### src/rtl/core/tfs_pkg.sv
// Shared types and constants for the telemetry frame synchronizer.
// Depends on nothing; imported by the core, by its checker and by the testbench.
package tfs_pkg;

   localparam int BYTE_W        = 8;
   localparam int SYNC_W        = 16;
   localparam int LEN_W         = 7;
   localparam int IDX_W         = 6;
   localparam int CTR_W         = 16;
   localparam int CSR_IDX_W     = 2;
   localparam int CSR_DATA_W    = 16;

   localparam int MAX_FRAME_DEF = 64;
   localparam int MIN_FRAME     = 4;
   localparam int LEN_RESET     = 64;
   localparam int SYNC_BYTES    = 2;

   // configuration register indexes
   localparam logic [CSR_IDX_W-1:0] REG_SYNC_WORD    = CSR_IDX_W'(0);
   localparam logic [CSR_IDX_W-1:0] REG_FRAME_LENGTH = CSR_IDX_W'(1);

   typedef enum logic [2:0] {
      ST_IDLE,
      ST_SCAN,
      ST_CTR_LO,
      ST_CTR_HI,
      ST_CTR_DONE,
      ST_EMIT
   } tfs_state_type;

endpackage

### src/rtl/core/telemetry_frame_synchronizer.sv
// Telemetry frame synchronizer: sync-word framing of a received byte stream.
// Depends on tfs_pkg. One module; the frame bytes live in a circular store.
//
// Usage
//   req_* carries one received byte per beat (req_valid / req_stall).
//   rsp_* carries one byte of a confirmed frame per beat, with its index,
//   the frame counter (frame bytes 0 and 1, little endian) and a last flag.
//   csr_* writes sync_word (index 0) or frame_length (index 1); either write
//   restarts the hunt. Writes are taken only while the sequencer is idle.
// Timing
//   A byte that neither ends a frame nor starts a relock leaves the
//   sequencer idle. A byte that ends a frame starts a readout: CTR_LO,
//   CTR_HI and CTR_DONE fetch the frame counter from the store, then EMIT
//   makes one store read per byte; no byte is taken until the readout ends.
//   Beats go out one per cycle while rsp_stall is low; the single read port
//   sets this rate. A relock after a failed frame scans the kept bytes for
//   the next sync pair, one store read per cycle with the read stage empty.
// Reset
//   Synchronous, active high: hunting, nothing held, sync_word 0,
//   frame_length 64. Store contents stay undefined until written.
// Stall
//   rsp_stall holds the output register; a one-deep read stage behind it
//   keeps one more byte, then the readout pauses until the stall clears.
module telemetry_frame_synchronizer #(
   parameter int MAX_FRAME = tfs_pkg::MAX_FRAME_DEF
) (
   input  logic                            clock,
   input  logic                            reset,
   // received bytes
   input  logic                            req_valid,
   output logic                            req_stall,
   input  logic [tfs_pkg::BYTE_W-1:0]      req_rx_byte,
   // frame bytes
   output logic                            rsp_valid,
   input  logic                            rsp_stall,
   output logic [tfs_pkg::BYTE_W-1:0]      rsp_out_byte,
   output logic [tfs_pkg::IDX_W-1:0]       rsp_byte_index,
   output logic [tfs_pkg::CTR_W-1:0]       rsp_frame_counter,
   output logic                            rsp_last_of_frame,
   // register writes
   input  logic                            csr_valid,
   output logic                            csr_ready,
   input  logic [tfs_pkg::CSR_IDX_W-1:0]   csr_index,
   input  logic [tfs_pkg::CSR_DATA_W-1:0]  csr_data
);
   import tfs_pkg::*;

   localparam int AW    = (MAX_FRAME > 1) ? $clog2(MAX_FRAME) : 1;
   localparam int DEPTH = 1 << AW;

   // frame store and its registered read port
   logic [BYTE_W-1:0] frame_store_ff [DEPTH];
   logic [BYTE_W-1:0] rd_data_ff;
   logic              rd_en;
   logic [AW-1:0]     rd_addr;
   logic              wr_en;
   logic [AW-1:0]     wr_addr;

   tfs_state_type state_ff, state_in;

   logic [SYNC_W-1:0] sync_ff, sync_in;
   logic [LEN_W-1:0]  flen_ff, flen_in;
   logic              lock_ff, lock_in;
   logic [LEN_W-1:0]  held_ff, held_in;
   logic [BYTE_W-1:0] prev_ff, prev_in;
   logic [LEN_W-1:0]  off_ff, off_in;
   logic              seen_ff, seen_in;
   logic [AW-1:0]     base_ff, base_in;

   // relock scan
   logic [LEN_W-1:0]  scan_idx_ff, scan_idx_in;
   logic              pend_ff, pend_in;
   logic [LEN_W-1:0]  pend_idx_ff, pend_idx_in;
   logic [BYTE_W-1:0] last_rd_ff, last_rd_in;

   // readout
   logic [LEN_W-1:0]  emit_idx_ff, emit_idx_in;
   logic [BYTE_W-1:0] ctr_lo_ff, ctr_lo_in;
   logic [BYTE_W-1:0] ctr_hi_ff, ctr_hi_in;
   logic              a_vld_ff, a_vld_in;
   logic [IDX_W-1:0]  a_idx_ff, a_idx_in;
   logic              a_last_ff, a_last_in;
   logic              b_vld_ff, b_vld_in;
   logic [BYTE_W-1:0] b_byte_ff, b_byte_in;
   logic [IDX_W-1:0]  b_idx_ff, b_idx_in;
   logic [CTR_W-1:0]  b_ctr_ff, b_ctr_in;
   logic              b_last_ff, b_last_in;

   // step decode
   logic [BYTE_W-1:0] lo_c, hi_c;
   logic [LEN_W-1:0]  len_c, len_m1_c, held_inc_c, off_new_c, q_c;
   logic              pair_c, slide_c, hit_new_c, seen_new_c, full_c;
   logic              emit_c, relock_c;
   logic              req_acc, rsp_acc, csr_acc, a_move;
   logic              scan_hit_c, scan_done_c, scan_issue_c, emit_issue_c;

   assign req_acc = req_valid && !req_stall;
   assign rsp_acc = b_vld_ff && !rsp_stall;
   assign csr_acc = csr_valid && csr_ready;
   assign a_move  = a_vld_ff && (!b_vld_ff || !rsp_stall);

   assign rsp_valid         = b_vld_ff;
   assign rsp_out_byte      = b_byte_ff;
   assign rsp_byte_index    = b_idx_ff;
   assign rsp_frame_counter = b_ctr_ff;
   assign rsp_last_of_frame = b_last_ff;

   // saturate frame_length into the supported range
   always_comb begin
      if (flen_ff < LEN_W'(MIN_FRAME)) begin
         len_c = LEN_W'(MIN_FRAME);
      end else if (flen_ff > LEN_W'(MAX_FRAME)) begin
         len_c = LEN_W'(MAX_FRAME);
      end else begin
         len_c = flen_ff;
      end
      len_m1_c = len_c - LEN_W'(1);
   end

   // decode what the incoming byte does to the frame
   always_comb begin
      lo_c       = sync_ff[BYTE_W-1:0];
      hi_c       = sync_ff[SYNC_W-1:BYTE_W];
      pair_c     = (prev_ff == lo_c) && (req_rx_byte == hi_c);
      slide_c    = held_ff >= len_c;
      held_inc_c = held_ff + LEN_W'(1);
      hit_new_c  = !seen_ff && (held_ff != '0) && pair_c;
      seen_new_c = seen_ff || hit_new_c;
      off_new_c  = hit_new_c ? (held_ff - LEN_W'(1)) : off_ff;
      full_c     = held_inc_c == len_c;
      q_c        = off_new_c + LEN_W'(SYNC_BYTES);
      emit_c     = 1'b0;
      relock_c   = 1'b0;
      if (slide_c) begin
         emit_c = pair_c;
      end else if (full_c) begin
         if (lock_ff && pair_c) begin
            emit_c = 1'b1;
         end else if (seen_new_c) begin
            if (q_c >= len_c) begin
               emit_c = 1'b1;
            end else begin
               relock_c = 1'b1;
            end
         end
      end
   end

   // relock scan: compare each read byte with the one read before it
   always_comb begin
      scan_hit_c   = pend_ff && (pend_idx_ff != '0) && (last_rd_ff == lo_c)
                     && (rd_data_ff == hi_c);
      scan_done_c  = scan_hit_c || (!pend_ff && (scan_idx_ff >= held_ff));
      scan_issue_c = (state_ff == ST_SCAN) && !a_vld_ff && !scan_hit_c
                     && (scan_idx_ff < held_ff);
      emit_issue_c = (state_ff == ST_EMIT) && (!a_vld_ff || a_move);
   end

   // next state
   always_comb begin
      state_in = state_ff;
      case (state_ff)
         ST_IDLE: begin
            if (req_acc && emit_c) begin
               state_in = ST_CTR_LO;
            end else if (req_acc && relock_c) begin
               state_in = ST_SCAN;
            end
         end
         ST_SCAN: begin
            if (scan_done_c) begin
               state_in = ST_IDLE;
            end
         end
         ST_CTR_LO: begin
            if (!a_vld_ff) begin
               state_in = ST_CTR_HI;
            end
         end
         ST_CTR_HI:   state_in = ST_CTR_DONE;
         ST_CTR_DONE: state_in = ST_EMIT;
         ST_EMIT: begin
            if (emit_issue_c && (emit_idx_ff == len_m1_c)) begin
               state_in = ST_IDLE;
            end
         end
         default:     state_in = ST_IDLE;
      endcase
   end

   // handshake and store port control
   always_comb begin
      req_stall = (state_ff != ST_IDLE) || csr_valid;
      csr_ready = state_ff == ST_IDLE;
      wr_en     = req_acc;
      wr_addr   = slide_c ? AW'(base_ff + AW'(len_c)) : AW'(base_ff + AW'(held_ff));
      rd_en     = 1'b0;
      rd_addr   = base_ff;
      case (state_ff)
         ST_SCAN: begin
            rd_en   = scan_issue_c;
            rd_addr = AW'(base_ff + AW'(scan_idx_ff));
         end
         ST_CTR_LO: begin
            rd_en   = !a_vld_ff;
            rd_addr = base_ff;
         end
         ST_CTR_HI: begin
            rd_en   = 1'b1;
            rd_addr = AW'(base_ff + AW'(1));
         end
         ST_EMIT: begin
            rd_en   = emit_issue_c;
            rd_addr = AW'(base_ff + AW'(emit_idx_ff));
         end
         default: begin
            rd_en   = 1'b0;
            rd_addr = base_ff;
         end
      endcase
   end

   // frame tracking, scan and readout datapath
   always_comb begin
      sync_in     = sync_ff;
      flen_in     = flen_ff;
      lock_in     = lock_ff;
      held_in     = held_ff;
      prev_in     = prev_ff;
      off_in      = off_ff;
      seen_in     = seen_ff;
      base_in     = base_ff;
      scan_idx_in = scan_idx_ff;
      pend_in     = 1'b0;
      pend_idx_in = scan_idx_ff;
      last_rd_in  = pend_ff ? rd_data_ff : last_rd_ff;
      emit_idx_in = emit_idx_ff;
      ctr_lo_in   = ctr_lo_ff;
      ctr_hi_in   = ctr_hi_ff;

      if (csr_acc) begin
         if (csr_index == REG_SYNC_WORD) begin
            sync_in = csr_data[SYNC_W-1:0];
         end
         if (csr_index == REG_FRAME_LENGTH) begin
            flen_in = csr_data[LEN_W-1:0];
         end
         // restart the hunt on any known register
         if ((csr_index == REG_SYNC_WORD) || (csr_index == REG_FRAME_LENGTH)) begin
            lock_in = 1'b0;
            held_in = '0;
            prev_in = '0;
            off_in  = '0;
            seen_in = 1'b0;
         end
      end

      if (req_acc) begin
         prev_in     = req_rx_byte;
         scan_idx_in = '0;
         if (slide_c) begin
            // full window while hunting: slide it by one byte
            base_in = AW'(base_ff + AW'(1));
            held_in = len_c;
            lock_in = 1'b0;
            seen_in = 1'b0;
            off_in  = '0;
         end else begin
            held_in = held_inc_c;
            seen_in = seen_new_c;
            off_in  = off_new_c;
            if (relock_c) begin
               // keep the bytes after the first sync pair as the next frame
               base_in = AW'(base_ff + AW'(q_c));
               held_in = len_c - q_c;
               lock_in = 1'b1;
               seen_in = 1'b0;
               off_in  = '0;
            end else if (full_c) begin
               lock_in = 1'b0;
            end
         end
         if (emit_c) begin
            lock_in = 1'b1;
            held_in = '0;
            seen_in = 1'b0;
            off_in  = '0;
         end
      end

      if (state_ff == ST_SCAN) begin
         pend_in = scan_issue_c;
         if (scan_issue_c) begin
            scan_idx_in = scan_idx_ff + LEN_W'(1);
         end
         if (scan_hit_c) begin
            seen_in = 1'b1;
            off_in  = pend_idx_ff - LEN_W'(1);
         end
      end

      if (state_ff == ST_CTR_HI) begin
         ctr_lo_in = rd_data_ff;
      end
      if (state_ff == ST_CTR_DONE) begin
         ctr_hi_in   = rd_data_ff;
         emit_idx_in = '0;
      end
      if (emit_issue_c) begin
         emit_idx_in = emit_idx_ff + LEN_W'(1);
      end
   end

   // read stage and output register
   always_comb begin
      a_vld_in  = a_vld_ff;
      a_idx_in  = a_idx_ff;
      a_last_in = a_last_ff;
      if (a_move) begin
         a_vld_in = 1'b0;
      end
      if (emit_issue_c) begin
         a_vld_in  = 1'b1;
         a_idx_in  = IDX_W'(emit_idx_ff);
         a_last_in = emit_idx_ff == len_m1_c;
      end

      b_vld_in  = b_vld_ff;
      b_byte_in = b_byte_ff;
      b_idx_in  = b_idx_ff;
      b_ctr_in  = b_ctr_ff;
      b_last_in = b_last_ff;
      if (rsp_acc) begin
         b_vld_in = 1'b0;
      end
      if (a_move) begin
         b_vld_in  = 1'b1;
         b_byte_in = rd_data_ff;
         b_idx_in  = a_idx_ff;
         b_ctr_in  = {ctr_hi_ff, ctr_lo_ff};
         b_last_in = a_last_ff;
      end
   end

   // frame store: one write and one registered read per cycle
   always_ff @(posedge clock) begin
      if (wr_en) begin
         frame_store_ff[wr_addr] <= req_rx_byte;
      end
      if (rd_en) begin
         rd_data_ff <= frame_store_ff[rd_addr];
      end
   end

   always_ff @(posedge clock) begin
      if (reset) begin
         state_ff    <= ST_IDLE;
         sync_ff     <= '0;
         flen_ff     <= LEN_W'(LEN_RESET);
         lock_ff     <= 1'b0;
         held_ff     <= '0;
         prev_ff     <= '0;
         off_ff      <= '0;
         seen_ff     <= 1'b0;
         base_ff     <= '0;
         scan_idx_ff <= '0;
         pend_ff     <= 1'b0;
         emit_idx_ff <= '0;
         a_vld_ff    <= 1'b0;
         b_vld_ff    <= 1'b0;
      end else begin
         state_ff    <= state_in;
         sync_ff     <= sync_in;
         flen_ff     <= flen_in;
         lock_ff     <= lock_in;
         held_ff     <= held_in;
         prev_ff     <= prev_in;
         off_ff      <= off_in;
         seen_ff     <= seen_in;
         base_ff     <= base_in;
         scan_idx_ff <= scan_idx_in;
         pend_ff     <= pend_in;
         emit_idx_ff <= emit_idx_in;
         a_vld_ff    <= a_vld_in;
         b_vld_ff    <= b_vld_in;
      end
   end

   always_ff @(posedge clock) begin
      pend_idx_ff <= pend_idx_in;
      last_rd_ff  <= last_rd_in;
      ctr_lo_ff   <= ctr_lo_in;
      ctr_hi_ff   <= ctr_hi_in;
      a_idx_ff    <= a_idx_in;
      a_last_ff   <= a_last_in;
      b_byte_ff   <= b_byte_in;
      b_idx_ff    <= b_idx_in;
      b_ctr_ff    <= b_ctr_in;
      b_last_ff   <= b_last_in;
   end

endmodule

### config.mk
export PLATFORM = sky130hd
export DESIGN_NAME = telemetry_frame_synchronizer
export DESIGN_NICKNAME = d
export VERILOG_FILES = /design/src/rtl/core/tfs_pkg.sv /design/src/rtl/core/telemetry_frame_synchronizer.sv
export SDC_FILE = /design/constraint.sdc
export NUM_CORES = 1
export LEC_CHECK = 0
export ABC_AREA = 1
export BUFFER_PORTS_ARGS = -buffer_cell sky130_fd_sc_hd__buf_2
export CORE_UTILIZATION = 25
export CTS_CLUSTER_SIZE = 28
export DETAILED_ROUTE_END_ITERATION = 8
export HOLD_SLACK_MARGIN = 0.15
export PLACE_DENSITY = 0.46
export SLEW_MARGIN = 20
export SYNTH_ARGS = -nofsm -noshare
export SYNTH_HDL_FRONTEND = slang
export SYNTH_SLANG_ARGS = --single-unit
### constraint.sdc
create_clock -name clock -period 8.5 [get_ports clock]
set_input_delay 0 -clock clock [delete_from_list [all_inputs] [get_ports clock]]
set_output_delay 0 -clock clock [all_outputs]
set_load 0.01 [all_outputs]
Yosys cells after proc, flatten, opt, wreduce, memory -nomap -nowiden
Memories as Yosys holds them, arrays and structs flattened. A register that Yosys moved wholly into a read port is not among the register bits.
Cells that the tools add are included.

storage, ports and cells
  register bits after elaboration = 142
  latch bits = 0
  RAM bits = 512
  memory bits (read-only) = 0
  input port bits = 31
  output and inout port bits = 34
  memories = 1

memories
  name            words  bits a word  rd ports  clocked after memory_dff  write ports  RTL line                            text
  frame_store_ff  64     8            1         1                         1            telemetry_frame_synchronizer.sv:52  logic [BYTE_W-1:0] frame_store_ff [DEPTH];

operators by class
  add/subtract/negate cells = 14
  multiply operators = 0
  div/mod/pow operators = 0
  order comparisons = 6
  equal/unequal tests = 16
  shift operators = 0
  muxes and demuxes = 67
  bitwise gates (word level) = 1
  reductions and logical operators = 49

operators with widths
  cell                 count
  $mux 7               22
  $eq 8x8->1           4
  $mux 1               31
  $add 6x6->6          5
  $mux 8               3
  $add 7x1->7 const B  3
  $ge 7x7->1           3
  $sub 7x1->7 const B  3
  $logic_and 1x1->1    19
  $mux 6               3
  $pmux 3 s6           1
  $pmux 6 s3           1
  $mux 3               5
  $eq 7x7->1           2
  $reduce_bool 7->1    2
  $reduce_bool 2->1    6
  $reduce_and 2->1     4
  $add 7x2->7 const B  1
  $gt 7x7->1 const B   1
  $logic_not 1->1      7
  $lt 7x3->1 const B   1
  $lt 7x7->1           1
  $sub 7x7->7          1
  $add 6x1->6 const B  1
  15 further kinds     23

Longest topological paths before layout
Gate-level depths: netlist of run 1.

  word-level depth = 17
  mapped depth = 30

Worst setup path after synthesis of run 1
OpenSTA, ideal clock, no wires.

  path kind = flip-flop to flip-flop
  start point = register flen_ff[6]
  end point = memory frame_store_ff[48][0] (enable)
  setup time = 0.370 ns
  data arrival time = 4.085 ns
  data required time = 8.130 ns
  path slack = 4.045 ns
  stages on the path, launching flop included = 28
  buffers on the path = 3
  period minus slack after synthesis = 4.455 ns
  path through = dfxtp_1 > buf_4 > inv_2 > nand3_1 > nand2_1 > inv_1 > ha_1 > a21oi_1 > o21ai_0 > nand4_1 > nand3_1 > buf_2 > clkbuf_1 > o21ai_0 > inv_1 > ha_1 > a21oi_1 > nand2_1 > nand2_1 > nand2_1 > a21oi_1 > xor2_1 > or2_2 > nand2_1 > inv_1 > nor2_1 > nand2_1 > nor2_1

between the ends
  cells in the longest elaborated chain, start to end = 5
  elaborated cells on any way between the ends = 7
  classes of those cells = 1 x add/sub; 3 x order compare; 3 x mux

RTL lines
  item                                       RTL line                                                                  text
  start, declared                            telemetry_frame_synchronizer.sv:62                                        logic [LEN_W-1:0] flen_ff, flen_in;
  start signal, assigned                     telemetry_frame_synchronizer.sv:359                                       flen_ff <= LEN_W'(LEN_RESET);
  start signal, assigned                     telemetry_frame_synchronizer.sv:374                                       flen_ff <= flen_in;
  $gt 7x7->1                                 telemetry_frame_synchronizer.sv:112                                       end else if (flen_ff > LEN_W'(MAX_FRAME)) begin
  $mux 7                                     telemetry_frame_synchronizer.sv:112
  $mux 7 *                                   telemetry_frame_synchronizer.sv:110                                       if (flen_ff < LEN_W'(MIN_FRAME)) begin
  $add 6x6->6 or $ge 7x7->1 (tied branches)  telemetry_frame_synchronizer.sv:196, telemetry_frame_synchronizer.sv:125
  $mux 6 *                                   telemetry_frame_synchronizer.sv:196                                       wr_addr = slide_c ? AW'(base_ff + AW'(len_c)) : AW'(base_ff + AW'(held_ff));
  end, declared                              telemetry_frame_synchronizer.sv:52

Every way passes the cells marked *; elsewhere a longest branch is shown, timed or not.

Worst setup path in the final report of run 1
  start point = register flen_ff[6]
  end point = memory frame_store_ff[16][5] (enable)

The elaborated chain is that of the path after synthesis.

==> results of run 1 <==
## flip-flops by register name, indices dropped and copies added, names as in the netlist, 7 cells and up
| register | cells |
|---|---|
| rsp_frame_counter | 16 |
| last_rd_ff | 8 |
| emit_idx_ff | 7 |
| ctr_lo_ff | 8 |
| off_ff | 7 |
| frame_store_ff | 512 |
| sync_ff | 16 |
| held_ff | 7 |
| ctr_hi_ff | 8 |
| pend_idx_in | 7 |
| rsp_out_byte | 8 |
| prev_ff | 8 |
| pend_idx_ff | 7 |
| rd_data_ff | 8 |
| flen_ff | 7 |
## metrics by stage
stage | instances | util [%] | setup WS, ns
global placement | 4237 | 26.9 | 2.52
floorplan | 2744 | - | 4.04
detailed placement | 4237 | 26.9 | 2.45
finish | 4412 | 29.3 | 2.33
CTS | 4412 | 29.3 | 2.42
global route | 4412 | 29.3 | 1.96
## power by group
group / switching, mW / leakage [nW] / internal (mW) / total [mW]
registers: 0.0236 / 5.89 / 3.57 / 3.59
clock network: 1.37 / 1.17 / 1.82 / 3.19
logic: 0.581 / 4.93 / 0.201 / 0.782
## worst max-delay path, stage by stage, from the launching register on
cell	delay (ns)
dfxtp_1	0.58
inv_2	0.15
nand3_1	0.13
nand2_1	0.17
inv_1	0.22
ha_1	0.29
a21oi_1	0.14
o21ai_0	0.10
nand4_1	0.08
nand3_1	0.66
o21ai_0	0.47
inv_1	0.11
ha_1	0.34
a21oi_1	0.20
nand2_1	0.07
nand2_1	0.07
nand2_1	0.05
a21oi_1	0.14
xor2_1	0.19
or2_2	0.13
nand2_1	0.12
nor2_1	0.31
nand2_1	0.40
nor2_1	0.68
## layout make-up
| class | instances | area [um^2] |
|---|---|---|
| fillers | 12100 | 82300 |
| flip-flops and latches | 662 | 19100 |
| multi-input cells | 1716 | 8910 |
| clock buffers | 92 | 1970 |
| well taps | 1524 | 1910 |
| repair buffers | 136 | 983 |
| inverters | 238 | 906 |
| clock inverters | 44 | 437 |
## final timing paths
kind	endpoint	slack, ns	depth (start not counted)
worst min-delay path	sync_ff[1]	0.26	4
worst max register to register	frame_store_ff[16][5]	2.33	23
worst max-delay path	frame_store_ff[16][5]	2.33	23
worst min register to register	pend_idx_ff[5]	0.39	0
## cells in the mapped netlist, types with 5 or more instances
library cell  instances  area share (%)
nand3_1             281             4.8
inv_1               224             2.9
xnor2_1              11            0.33
dfxtp_1              80             5.4
xor2_1               32            0.95
edfxtp_1            582              59
a21oi_1             150             2.6
o21ai_0             225             3.8
nand4_1              28            0.60
buf_2                56            0.95
nor2_1              377             4.8
or2_2                69             1.5
nor3_1               14            0.24
o21ai_1              35            0.60
nand2_1             292             3.7
nor2_2                5            0.11
inv_2                11            0.14
ha_1                 45             1.9
o211ai_1            108             2.8
buf_4                 5            0.13
clkbuf_1             56            0.71
buf_1                 8            0.10
## what timing repair did
| item | 4_1_cts | 5_1_grt |
|---|---|---|
| hold buffers | 39 | 0 |
| endpoints found under the hold margin | 270 | 0 |
| setup buffers | 0 | 0 |
## metal layers
metal | vias to the layer above | track usage [%] | wire length, um
met4 | 0 | 4.72 | 2560
met1 | 9991 | 20.8 | 42100
met3 | 132 | 2.13 | 4620
li1 | 9839 | - | -
met2 | 620 | 24.0 | 41800
met5 | - | 0 | 0
## logic make-up (layout without fill, tap and decap cells)
group                      Yosys count  after routing  share of synthesized area, %
and+or+nand+nor                   1082           1082                          16.2
DFF                                662            662                          64.8
muxes                                1              1                        0.0340
xor gates and xnor gates            43             43                          1.28
AOI/OAI and AO/OA                  541            541                          10.4
buffers and inverters              366            510                          5.04
adders and majority gates           49             49                          2.19
## cell usage in the layout (no fill, tap or decap), types with 4 or more instances in the layout
master | synthesis | layout
edfxtp_1 | 582 | 582
nor2_1 | 377 | 375
nand2_1 | 292 | 292
nand3_1 | 281 | 281
o21ai_0 | 225 | 225
inv_1 | 224 | 224
a21oi_1 | 150 | 149
o211ai_1 | 108 | 108
dfxtp_1 | 80 | 80
clkbuf_16 | 0 | 76
or2_2 | 69 | 69
buf_2 | 56 | 64
ha_1 | 45 | 45
dlygate4sd3_1 | 0 | 39
o21ai_1 | 35 | 34
xor2_1 | 32 | 32
buf_4 | 5 | 31
nand4_1 | 28 | 28
clkinv_1 | 1 | 15
clkbuf_1 | 56 | 15
nor3_1 | 14 | 14
clkinv_2 | 0 | 14
xnor2_1 | 11 | 11
inv_2 | 11 | 9
nor2_2 | 5 | 6
bufinv_16 | 0 | 5
fa_1 | 4 | 4
==> run metrics, run 1 <==
final hold viol count=0; Root Buffer Master=clkbuf_16; DR vias=a little over 20k; TritonCTS clock tree=built; reg-to-reg startpoint=flen_ff[6]; library cells used by synthesis=55; Iter 0 DRT Violations=2083; CP Class=flop to flop; Ports=65; layout cell share with drive strength beyond 1=about a tenth; drt first pass iters=5; status=finished, final reports clean; Routed WL=about 91 mm; Mean Syn Cell Area=between 10 and 15 um^2; Min Clock Period, post-route=around 6.2 ns; Setup violations, final=0; Synth warnings=0; clk buf depth=3; antenna viol nets, final=0; post-cts sizing count=0; Final #Nets=2908; final slew viol count=0; relative slew slack=roughly a third; Worst EP required=8.76 ns; Startpoint Class=flop; HPWL after detailed placement=57.6 mm; CTS Buf Count=74; overall routing resource usage=~15%; I/O Buffers=64; Area Overhead vs Synth=16.2%; Min-Delay Path Class=primary input to flop; first-pass GRT wire length=133 mm; RSZ-0062 raised after global routing=no; placer congestion estimate=~0.85; GRT Residual Overflow=0; initial antenna violation count=4; largest net degree at the start of global routing=about 110; maximum resistive drop on vdd=about 0.18 mV; P_leak=about 12 nW; Pwr Density=about 220 mW/mm^2; critical path startpoint=flen_ff[6]; Synth Flop Type=edfxtp_1; final hold slack=0.264 ns; CTS H-tree lvls=3; crit path max fanout=23; placed cell area=0.0314 mm^2; CORE AREA=between 0.1 and 0.15 mm^2; sequential area share after synthesis=around 65%; clk_lat worst skew=0.64 ns; final period utilization=72.6%; CP arrival=6.43 ns; WL per Instance=~21 um; DIE WIDTH=345 um; Post-synth ARST share=0%; Post-route DRC=0; Max Clock Freq=about 0.16 GHz; EDFF count, synth=about 580; effective utilization at floorplan=between 20% and 30%; clock slew at the register clock pins of the worst setup and hold paths=0.06 ns; DIE AREA=~0.12 mm^2; vias per cell=approximately 4.7; setup TNS=0 ns; max-cap violations=0; clk_skew=~0.04 ns; Min-Delay Startpoint=csr_data[1]; post-synthesis register bit count=around 660; syn nets=about 2.8k; # rows=roughly 130; Sink Count=between 600 and 700; ant diodes=0; vias in the first global route=slightly above 20k; Pwr Total=about 7.6 mW; Synth Cell Area=a little under 0.03 mm^2; worst slew pin tran=between 0.9 and 1 ns; Post-Layout Inst Area=0.0342 mm^2; die height=345 um; synthesized instance count=2744; critical path endpoint category=flop
(Power assumes the default switching activity.)
==> run 2: changes to the inputs <==
--- a/config.mk
+++ b/config.mk
@@ -11,7 +11,7 @@
 export CTS_CLUSTER_SIZE = 28
 export DETAILED_ROUTE_END_ITERATION = 8
 export HOLD_SLACK_MARGIN = 0.15
-export PLACE_DENSITY = 0.46
+export PLACE_DENSITY = 0.47
 export SLEW_MARGIN = 20
 export SYNTH_ARGS = -nofsm -noshare
 export SYNTH_HDL_FRONTEND = slang
==> constraint.sdc (replaced) <==
create_clock -name clock -period 5.35 [get_ports clock]
set_input_delay 0 -clock clock [delete_from_list [all_inputs] [get_ports clock]]
set_output_delay 0 -clock clock [all_outputs]
set_load 0.01 [all_outputs]
==> run 2 against run 1 <==
Clock power rose by 51%. First-iteration DRC count fell by 17%. Die area did not move. Wire length rose by 1.8%. Fmax rose by 25%. Combinational power rose by 66%. Power rose by 56%. Cell count rose by 2.2%. Critical path type unchanged. Critical path depth rose by 1. Via count rose by 2.1%.
==> run metrics, run 2 (same netlist as run 1, synthesis figures left out) <==
commonest non-fill, non-tap cell in the layout=edfxtp_1; most frequent cells in the layout=582 x edfxtp_1, 376 x nor2_1, 292 x nand2_1; DR vias=21.0k (+2.1%); Pwr Density=339 mW/mm^2 (+53%); Post-route DRC=0 (unchanged); CTS H-tree lvls=3 (unchanged); setup TNS=0 ns (unchanged); Ports=65 (unchanged); GRT Residual Overflow=0 (unchanged); ant diodes=0 (unchanged); critical path startpoint=flen_ff[2]; reg-to-reg startpoint=flen_ff[2]; initial antenna violation count=4 (unchanged); Finished Core Util=30.0% (+0.65 points); P_leak=12.5 nW (+4.2%); worst slew pin tran=1.01 ns (+0.0170 ns); clk_skew=0.0478 ns (+0.00775 ns); layout cell share with drive strength beyond 1=13.3% (+2.7 points); Max Clock Freq=0.203 GHz (+25%); effective utilization at floorplan=25.3% (unchanged); Root Buffer Master=clkbuf_16; status=finished, final reports clean; Biggest register=frame_store_ff; die height=345 um (unchanged); Setup violations, final=0 (unchanged); largest net degree at the start of global routing=135 (+27%); Final #Nets=3011 (+3.5%); CORE AREA=0.117 mm^2 (unchanged); TritonCTS clock tree=built; Min-Delay Path Class=primary input to flop; Sink Count=662 (unchanged); DIE AREA=0.119 mm^2 (unchanged); Worst EP required=5.71 ns (-3.05 ns); cells on worst reg2reg path=24 (+4.3%); antenna viol nets, final=0 (unchanged); I/O Buffers=64 (unchanged); RSZ-0062 raised after global routing=no; clk buf depth=3 (unchanged); overall routing resource usage=15.3% (+0.39 points); HPWL after detailed placement=60.0 mm (+4.2%); CP arrival=5.27 ns (-1.16 ns); final period utilization=91.9% (+19 points); number of post-CTS setup repair buffers=0 (unchanged); drt first pass iters=6 (+1); Largest register FFs=512 (unchanged); vias in the first global route=20.7k (+2.5%); clk_lat worst skew=0.64 ns (about the same); clock slew at the register clock pins of the worst setup and hold paths=0.06 ns (about the same); max-cap violations=0 (unchanged); first-pass GRT wire length=136 mm (+2.2%); final slew viol count=0 (unchanged); DIE WIDTH=345 um (unchanged); Min-Delay Startpoint=csr_data[14]; R2R setup slack=0.43 ns (-1.90 ns); CP Class=flop to flop; critical path endpoint category=flop; relative slew slack=32.8% (-1.2 points); Fillers=12.0k (-0.90%); capture point of the worst reg-to-reg path=frame_store_ff[21][5]; Hold Crit Endpoint=sync_ff[14]; Hold Path Cell Cnt=4 (unchanged); Routed WL=92.7 mm (+1.8%); CTS Buf Count=70 (-5.4%); Iter 0 DRT Violations=1734 (-17%); Min Clock Period, post-route=4.92 ns (-1.25 ns); maximum resistive drop on vdd=0.228 mV (+28%); placer congestion estimate=0.870 (+2.2%); crit path max fanout=8 (-65%); Startpoint Class=flop; final hold viol count=0 (unchanged); # rows=125 (unchanged); WL per Instance=20.6 um (-0.39%); vias per cell=4.66 (about the same); Area Overhead vs Synth=18.7%
==> run 2: cell type report <==
type / instances / area [um^2] / share of cell area [%]
well taps: 1524 / 1910 / 5.46
clock inverters: 37 / 402 / 1.15
clock buffers: 90 / 1830 / 5.23
inverters: 238 / 906 / 2.59
repair buffers: 243 / 1900 / 5.44
multi-input cells: 1716 / 8920 / 25.5
flip-flops and latches: 662 / 19100 / 54.6
==> run 2: stage by stage <==
stage          hold WS, ns  std cells  setup slack [ns]  power (mW)  cell area [um^2]
6_report             0.244       4510             0.434        11.8             34900
4_1_cts              0.226       4509             0.370        11.9             34900
2_1_floorplan       0.0841       2744             0.895        6.50             29400
3_3_place_gp         0.244       4340             0.371        7.08             32200
3_5_place_dp         0.244       4340             0.400        7.08             32200
5_1_grt              0.286       4510            0.0343        12.2             34900
==> run 2: how the worst max path moves through the flow <==
stage | slack [ns] | endpoint
after floorplan | 0.89 | frame_store_ff[48][0]
after global placement | 0.37 | frame_store_ff[2][2]
after detailed placement | 0.40 | frame_store_ff[2][2]
after CTS | 0.37 | frame_store_ff[2][2]
after global routing | 0.03 | frame_store_ff[44][7]
final | 0.43 | frame_store_ff[21][5]
==> run 2: timing repair <==
item                                    in CTS  in global routing
endpoints found under the setup margin       0                145
hold endpoints to repair                   293                  0
hold buffers                                42                  0
gates resized for setup                      0                  4
==> run 2: worst max-delay path, stage by stage, from the launching register on <==
cell	delay, ns
dfxtp_1	0.33
nor2_1	0.18
nand3_1	0.13
nand2_1	0.10
inv_1	0.09
ha_1	0.32
a21oi_1	0.15
o21ai_0	0.10
nand4_1	0.08
nand3_1	0.16
o21ai_0	0.33
inv_1	0.10
ha_1	0.34
a21oi_1	0.21
nand2_1	0.08
nand2_1	0.08
nand2_1	0.05
a21oi_1	0.17
xor2_1	0.19
or2_2	0.13
nand2_1	0.15
nor2_1	0.34
nand2_1	0.30
nor2_1	0.33
buf_4	0.21
==> run 2: power by group <==
part           switching (mW)  internal, mW
logic                   0.939         0.362
registers              0.0328          5.67
clock network            2.13          2.69
==> run 2: metal layers <==
metal | up-vias | share of wire, % | track usage [%]
li1 | 10100 | - | -
met1 | 10200 | 44 | 20.6
met5 | - | 0.0086 | 0
met2 | 656 | 46 | 25.0
met3 | 133 | 6.3 | 2.70
met4 | 2 | 3.0 | 4.90
==> run 3: changes to the inputs <==
--- a/config.mk
+++ b/config.mk
@@ -6,12 +6,12 @@
 export NUM_CORES = 1
 export LEC_CHECK = 0
 export ABC_AREA = 1
-export BUFFER_PORTS_ARGS = -buffer_cell sky130_fd_sc_hd__buf_2
 export CORE_UTILIZATION = 25
 export CTS_CLUSTER_SIZE = 28
 export DETAILED_ROUTE_END_ITERATION = 8
+export DONT_BUFFER_PORTS = 1
 export HOLD_SLACK_MARGIN = 0.15
-export PLACE_DENSITY = 0.47
+export PLACE_DENSITY = 0.51
 export SLEW_MARGIN = 20
 export SYNTH_ARGS = -nofsm -noshare
 export SYNTH_HDL_FRONTEND = slang
==> run 3 against run 2 <==
Flip-flop and latch count is the same. Wire length shrank 2.6%. Cell area is essentially flat. Fmax shrank 1.8%. Die area is the same. Register-to-register slack is essentially flat. Setup slack lost 0.091 ns. Clock skew shrank 0.026 ns. Combinational power is essentially flat. Non-clock buffer count shrank 60. Critical path type is now primary input to flop.
==> run metrics, run 3 (same netlist as run 1, synthesis figures left out) <==
DIE WIDTH=345 um (unchanged); number of post-CTS setup repair buffers=0 (unchanged); Ports=65 (unchanged); RSZ-0062 raised after global routing=no; TritonCTS clock tree=built; Final #Nets=2954 (-1.9%); Worst EP required=5.90 ns (+0.19 ns); dpl ws=0.518 ns (+0.118 ns); clock share of power=41.5% (+0.7 points); largest net degree at the start of global routing=161 (+19%); status=finished, final reports clean; worst slew pin tran=1.14 ns (+0.134 ns); Routed WL=90.3 mm (-2.6%); die height=345 um (unchanged); placed cell area=0.0319 mm^2 (-1.2%); # rows=125 (unchanged); vias per cell=4.71 (+1.1%); Min-Delay Path Class=primary input to flop; Fillers=11.9k (-0.18%); clk buf depth=3 (unchanged); R2R setup slack=0.42 ns (about the same); Area Overhead vs Synth=18.7% (about the same); Finished Core Util=30.0% (about the same); P_leak=12.4 nW (-1.0%); Sw Pwr=3.06 mW (-1.3%); final worst slack=0.344 ns (-0.0905 ns); cells on worst reg2reg path=24 (unchanged); relative slew slack=23.9% (-8.9 points); Startpoint Class=primary input; overall routing resource usage=14.9% (-0.44 points); Seq pwr share=47.8% (-0.4 points); antenna viol nets, final=0 (unchanged); most frequent cells in the layout=582 x edfxtp_1, 373 x nor2_1, 292 x nand2_1; DR vias=21.0k (-0.067%); DIE AREA=0.119 mm^2 (unchanged); critical path endpoint category=flop; crit path max fanout=66 (+58); Post-route DRC=0 (unchanged); max-cap violations=0 (unchanged); final hold viol count=0 (unchanged); Min-Delay Startpoint=req_rx_byte[7]; area occupied by multi-input gates=0.00891 mm^2 (-0.20%); maximum resistive drop on vdd=0.279 mV (+22%); placer congestion estimate=0.861 (-1.0%); Biggest register=frame_store_ff; internal power component=8.87 mW (+1.7%); effective utilization at floorplan=25.3% (unchanged); commonest non-fill, non-tap cell in the layout=edfxtp_1; switch share=25.7% (-0.57 points); vias in the first global route=20.3k (-1.6%); CP arrival=5.56 ns (+0.29 ns); I/O Buffers=0 (-100%); Sink Count=662 (unchanged); final slew viol count=0 (unchanged); initial antenna violation count=7 (+3); Min Clock Period, post-route=5.01 ns (+0.0905 ns); drt first pass iters=6 (unchanged); WL per Instance=20.3 um (-1.5%); end of the critical path=held_ff[0]; HPWL after detailed placement=53.6 mm (-11%); clock slew at the register clock pins of the worst setup and hold paths=0.06 ns (about the same); GRT Residual Overflow=0 (unchanged); layout cell share with drive strength beyond 1=11.9% (-1.5 points); capture point of the worst reg-to-reg path=held_ff[0]; setup TNS=0 ns (unchanged); Gate power share=10.8% (-0.2 points); Root Buffer Master=clkbuf_16; Max Clock Freq=0.200 GHz (-1.8%); Pwr Density=342 mW/mm^2 (+0.89%); clk_lat worst skew=0.63 ns (about the same); clk_skew=0.0218 ns (-0.0261 ns); Post-Layout Inst Area=0.0349 mm^2 (about the same); CORE AREA=0.117 mm^2 (unchanged); first-pass GRT wire length=134 mm (-1.7%); critical path startpoint=req_rx_byte[4]; Largest register FFs=512 (unchanged); final period utilization=93.6% (+1.7 points); CTS H-tree lvls=3 (unchanged); Setup violations, final=0 (unchanged); CP Class=primary input to flop; reg-to-reg startpoint=sync_ff[13]; Iter 0 DRT Violations=1884 (+8.7%); Pwr Total=11.9 mW (+0.88%); CTS Buf Count=73 (+4.3%); sequential cell area=0.0191 mm^2 (unchanged)
## run 3: worst min-delay path by stage
stage                  endpoint  slack [ns]  depth (start not counted)
floorplan               pend_ff        0.08                          1
global placement      rsp_valid        0.07                          1
detailed placement    rsp_valid        0.08                          1
CTS                  sync_ff[9]        0.16                          4
global route        sync_ff[11]        0.20                          3
finish                off_ff[4]        0.16                          8
## run 3: repair_timing
item / in CTS / in global routing
setup endpoints to repair: 0 / 21
hold buffers: 57 / 0
gates resized for setup: 0 / 3
hold endpoints to repair: 617 / 0
## run 3: per-layer routing
metal | vias up | routed length, um | GRT usage [%]
met1 | 10200 | 41400 | 21.0
li1 | 9943 | - | -
met2 | 704 | 40100 | 23.3
met3 | 166 | 6060 | 2.61
met5 | - | 33 | 0
met4 | 4 | 2710 | 4.52
## run 3: critical path: stages
cell	delay [ns]
dlygate4sd3_1	0.73
buf_16	0.32
nand2_1	0.13
nand2_1	0.06
nor2_1	0.08
dlygate4sd3_1	0.55
nand2_1	0.06
nor2_2	0.27
nand3_2	0.12
inv_1	0.09
nand2_1	0.05
o21ai_1	0.30
nand3_1	0.22
xor2_1	0.46
ha_1	0.34
a21o_1	0.17
a21oi_1	0.06
a21oi_1	0.33
nand2_1	0.08
nand3b_2	0.38
nor2_2	0.32
nand2_1	0.12
nand3_1	0.09
nand2_1	0.06
a21oi_1	0.12
## run 3: metrics by stage
stage               std cells  hold slack [ns]
global route             4457            0.198
detailed placement       4266           0.0759
CTS                      4456            0.156
finish                   4460            0.158
floorplan                2744           0.0841
global placement         4266           0.0730
## run 3: cell type report
type / instances / share of cell area, %
clock buffer: 90 / 5.50
tap: 1524 / 5.46
sequential: 662 / 54.6
multi-input combinational: 1716 / 25.5
timing repair buffer: 183 / 5.16
inverter: 238 / 2.59
antenna: 4 / 0.0286
clock inverter: 43 / 1.17
## run 3: power by group through the flow
| stage | logic [mW] | clock network, mW | registers [mW] |
|---|---|---|---|
| after CTS | 1.28 | 5.08 | 5.70 |
| after global placement | 1.12 | 0 | 5.81 |
| after floorplan | 0.702 | 0 | 5.80 |
| after global routing | 1.40 | 5.26 | 5.70 |
| after detailed placement | 1.12 | 0 | 5.81 |
| final | 1.28 | 4.95 | 5.70 |
